`src/hdl/quintic_segment_interpolator_core_defines.svh`:
```
// ---------------------------------------------------------------------------
// quintic segment interpolator assertion macros
// shared property shorthands for the interpolator core
// ---------------------------------------------------------------------------
`ifndef QUINTIC_SEGMENT_INTERPOLATOR_CORE_DEFINES_SVH
`define QUINTIC_SEGMENT_INTERPOLATOR_CORE_DEFINES_SVH

// same-cycle implication
`define QSI_ASSERT(lbl, ck, rn, ante, cons) \
  lbl: assert property (@(posedge ck) disable iff (!rn) (ante) |-> (cons)) \
    else $error("qsi assertion failed");

// next-cycle implication
`define QSI_ASSERT_NEXT(lbl, ck, rn, ante, cons) \
  lbl: assert property (@(posedge ck) disable iff (!rn) (ante) |=> (cons)) \
    else $error("qsi next-cycle assertion failed");

`endif

```
`src/hdl/qsi_pkg.sv`:
```
// ---------------------------------------------------------------------------
// qsi_pkg
// widths and divider handshake types of the quintic segment interpolator
// ---------------------------------------------------------------------------
package qsi_pkg;

  localparam int QSI_JOINTS = 6;
  localparam int QSI_NCOEF  = 6;
  localparam int QSI_BW     = 256;
  localparam int QSI_QW     = 64;
  localparam int QSI_DW     = QSI_BW - QSI_QW;

  typedef struct packed {
    logic              start;
    logic [QSI_BW-1:0] num;
    logic [QSI_DW-1:0] den;
  } qsi_div_req_t;

  typedef struct packed {
    logic              busy;
    logic              done;
    logic              ovf;
    logic [QSI_QW-1:0] quot;
  } qsi_div_rsp_t;

endpackage

```
`src/hdl/qsi_div.sv`:
```
// ---------------------------------------------------------------------------
// qsi_div
// restoring divider, one quotient bit per cycle, 64-bit quotient with
// overflow flag when the quotient does not fit
// ---------------------------------------------------------------------------
module qsi_div import qsi_pkg::*; (
  input  logic         clk,
  input  logic         rst_n,
  input  qsi_div_req_t req,
  output qsi_div_rsp_t rsp
);

  localparam int CW = $clog2(QSI_QW);

  logic              busy_r;
  logic              done_r;
  logic              ovf_r;
  logic [QSI_DW-1:0] rem_r;
  logic [QSI_DW-1:0] den_r;
  logic [QSI_QW-1:0] lo_r;
  logic [CW-1:0]     cnt_r;

  logic [QSI_DW:0]   trial;
  logic [QSI_DW:0]   diff;
  logic              ge;
  logic [QSI_DW-1:0] hi;

  assign hi    = req.num[QSI_BW-1:QSI_QW];
  assign trial = {rem_r, lo_r[QSI_QW-1]};
  assign diff  = trial - {1'b0, den_r};
  assign ge    = (trial >= {1'b0, den_r});

  always_ff @(posedge clk) begin
    if (!rst_n) begin
      busy_r <= 1'b0;
      done_r <= 1'b0;
    end else begin
      done_r <= 1'b0;
      if (req.start && !busy_r) begin
        den_r <= req.den;
        lo_r  <= req.num[QSI_QW-1:0];
        rem_r <= hi;
        cnt_r <= '0;
        if (hi >= req.den) begin
          ovf_r  <= 1'b1;
          done_r <= 1'b1;
        end else begin
          ovf_r  <= 1'b0;
          busy_r <= 1'b1;
        end
      end else if (busy_r) begin
        rem_r <= ge ? diff[QSI_DW-1:0] : trial[QSI_DW-1:0];
        lo_r  <= {lo_r[QSI_QW-2:0], ge};
        cnt_r <= cnt_r + CW'(1);
        if (cnt_r == CW'(QSI_QW - 1)) begin
          busy_r <= 1'b0;
          done_r <= 1'b1;
        end
      end
    end
  end

  assign rsp.busy = busy_r;
  assign rsp.done = done_r;
  assign rsp.ovf  = ovf_r;
  assign rsp.quot = lo_r;

endmodule

```
`config.mk`:
```
export PLATFORM = sky130hd
export DESIGN_NAME = qsi_div
export DESIGN_NICKNAME = d
export VERILOG_FILES = /design/src/hdl/quintic_segment_interpolator_core_defines.svh /design/src/hdl/qsi_pkg.sv /design/src/hdl/qsi_div.sv
export SDC_FILE = /design/constraint.sdc
export NUM_CORES = 2
export LEC_CHECK = 0
export ABC_CLOCK_PERIOD_IN_PS = 9800
export BUFFER_PORTS_ARGS = -buffer_cell sky130_fd_sc_hd__buf_2
export CAP_MARGIN = 20
export CORE_MARGIN = 2
export CORE_UTILIZATION = 30
export DETAILED_ROUTE_END_ITERATION = 8
export GPL_TIMING_DRIVEN = 0
export SLEW_MARGIN = 5
export SYNTH_ARGS = -nofsm -noshare
export SYNTH_HDL_FRONTEND = slang
export SYNTH_SLANG_ARGS = --single-unit
```
`constraint.sdc`:
```
create_clock -name clk -period 9.8 [get_ports clk]
set_input_delay 1.96 -clock clk [delete_from_list [all_inputs] [get_ports clk]]
set_output_delay 1.96 -clock clk [all_outputs]
set_load 0.005 [all_outputs]
```
==> flow_metrics.tcl <==
set metrics [dict create \
    min_period_ns 6.336 \
    slew_headroom_pct 1.546 \
    startpoint "rem_r[10]$_DFFE_PP_" \
    power.total_mw 7.344 \
    synth.avg_cell_area_um2 8.309 \
    cp_max_fo 7 \
    ys_top_cells_by_count "633 x nand2_1, 567 x a21oi_1, 455 x edfxtp_1" \
    synth_top_family_by_area "compound AO/OA/AOI/OAI gates" \
    root_buffer "clkbuf_16" \
    synth_cells 4475 \
    finalSetupViolCount 0 \
    area_growth_syn_to_layout_pct 18.84 \
    synth_seq_cells 457 \
    outcome "completed" \
    die_area_um2 126800 \
    initial_core_util_pct 30.15 \
    drv_cap 0 \
    routed_wl_mm 158.4 \
    cts-htree-levels 2 \
    grt_pass1_wl_mm 228.3 \
    required_ns 10.19 \
    rsz0062_at_grt "false" \
    grt_max_degree 59 \
    grt_overflow_total 0 \
    holdBufCountCts 0 \
    hold_class "flop to flop" \
    arrival_ns 6.73 \
    clock-sinks 457 \
    fmax_ghz 0.1578 \
    num_rows 129 \
    clockBufferDepth 3 \
    ir_drop_mv 0.1391 \
    yosys.cell_count.top_type "nand2_1" \
    cts.clk_slew.worst_paths_ns 0.06 \
    synth_simple_gate_area_share_pct 17.16 \
    dr.pass1.iters 6 \
    stdcell_count 6776 \
    synthDominantCellAreaShare_pct 36.75 \
    yosys_warnings 0 \
    synthAdderAreaFrac_pct 13.01 \
    io_pins 518 \
    dp_cells 6643 \
    tightest_slew_ns 1.477 \
    leakagePower_nw 19.46 \
    hpwlAfterDp_mm 129.1 \
    timing.rr.start "rem_r[10]$_DFFE_PP_" \
    synth_flop_cell "edfxtp_1" \
    setup_tns_ns 0 \
    drive_gt1_share_pct 13.83 \
    core_um2 123300 \
    port_buffers 517 \
    vias 36060 \
    drt-initial-drc-count 3245 \
    viasPerCell 5.322 \
    antenna_found_initial 50 \
    yosys.area.top_type "edfxtp_1" \
    muxShareOfSynthArea_pct 0.1380 \
    grt_pass1_vias 35240 \
    cts_tree "done" \
    fillCellCount 13100 \
    post_cts_buffers 0 \
    post_drt_wl_per_cell_um 23.38 \
    synth.area.top_cells "edfxtp_1 37%, ha_1 13%, a21oi_1 7.6%, nand2_1 6.4%, inv_1 4.5%" \
    synth_xor_area_share_pct 4.405 \
    drc_errors 0 \
    startpoint_type "flop" \
    gr-usage-all-layers_pct 24.17 \
    async_flop_share_pct 0 \
    clk_latency_ns 0.69 \
    seq_area_frac_synth_pct 36.85 \
    synth.distinct_cells 76 \
    clock-skew-final_ns 0.03410 \
    period_share_pct 64.65 \
    antenna_left 0 \
    mappedNetlistNets 5312 \
    maxSlewViolCount 0 \
    hold_path_startpoint "lo_r[60]$_DFFE_PP_" \
    die_w_um 356.1 \
    synth_compound_area_share_pct 21.67 \
    synth_enable_flop_cells 455 \
    nNetsFinal 5905 \
    syn_area_um2 37180 \
    cp-end-kind "flop" \
    fp.dieH_um 356.1 \
    cts.repair.resized 0 \
    hold_viol_final 0 \
    crit_type "flop to flop" \
    cts_buffers 58 \
    powerDensity_nw_per_um2 166.2 \
    gp_congestion 0.9647 \
]
[per-stage QoR]
step                      hold WS (ns)  worst slack [ns]  cell area, µm²  util (%)
final                           0.5392             3.464           44190     35.83
after floorplan                 0.5428             1.378           37180         -
after global placement          0.5234            -2.628           41820     33.91
after CTS                       0.5441             3.350           44110     35.77
after detailed placement        0.5281             2.915           42110     34.15
after global routing            0.5594             3.227           44150     35.80
[sequential cells by signal, indices dropped and copies added, names as in the netlist]
name / cells
busy_r: 1
cnt_r: 6
den_r: 192
done_r: 1
lo_r: 64
ovf_r: 1
rem_r: 192
[power breakdown]
group | switching, mW | total [mW] | internal (mW)
Clock | 0.964 | 2.33 | 1.37
Sequential | 0.0819 | 2.47 | 2.39
Combinational | 1.65 | 2.54 | 0.898
[worst paths after layout]
kind,slack (ns),to,depth (start not counted)
max,3.46,rem_r[178]$_DFFE_PP_,15
min,0.54,lo_r[61]$_DFFE_PP_,2
max reg2reg,3.46,rem_r[178]$_DFFE_PP_,15
min reg2reg,0.54,lo_r[61]$_DFFE_PP_,2
[critical path, stage by stage, from the launching register on]
cell and delay, ns:
edfxtp_1 0.38, ha_1 0.29, clkbuf_1 0.28, nand2_1 0.18
nor4_1 0.68, nand2b_1 0.22, a31oi_1 0.48, a22oi_1 0.25
a21oi_1 0.51, nor2_1 0.29, o21ai_0 0.71, a211oi_1 0.34
nor4b_1 0.86, a21oi_1 0.25, xnor2_1 0.22, o211ai_1 0.11
[logic make-up (layout without fill, tap and decap cells)]
family,after synthesis,count (layout)
AOI/OAI and AO/OA,1361,1361
and+or+nand+nor,1431,1431
adders and majority gates,386,386
xor gates and xnor gates,187,187
other,0,21
DFF,457,457
buffers and inverters,648,1291
muxes,5,5
[final cells by class]
type                       count  area (µm²)  area share (%)
buffer                       200       840.8           1.903
antenna                       21       52.55          0.1189
timing repair buffer         533        2875           6.507
inverter                     448        1682           3.806
clock buffer                  66        1503           3.401
multi-input combinational   3370       20980           47.48
sequential                   457       13700           31.01
tap                         1637        2048           4.635
clock inverter                44       504.2           1.141
[layer usage]
metal  wire length [µm]  track usage, %
met1              67620           31.41
met2              73510           40.22
met3              12300           5.050
met4               4690           7.181
met5                310               0
[cell usage in the layout (no fill, tap or decap), types with 75 or more instances in the layout]
master    count
o21ai_0     319
xnor2_1     112
buf_2       555
a21oi_1     567
xor2_1       75
a21o_1      143
edfxtp_1    455
inv_1       448
clkbuf_1    146
nand2_1     633
ha_1        385
nor2_1      367
nand4_1     146
No activity file was read; power rests on OpenSTA's default activity.
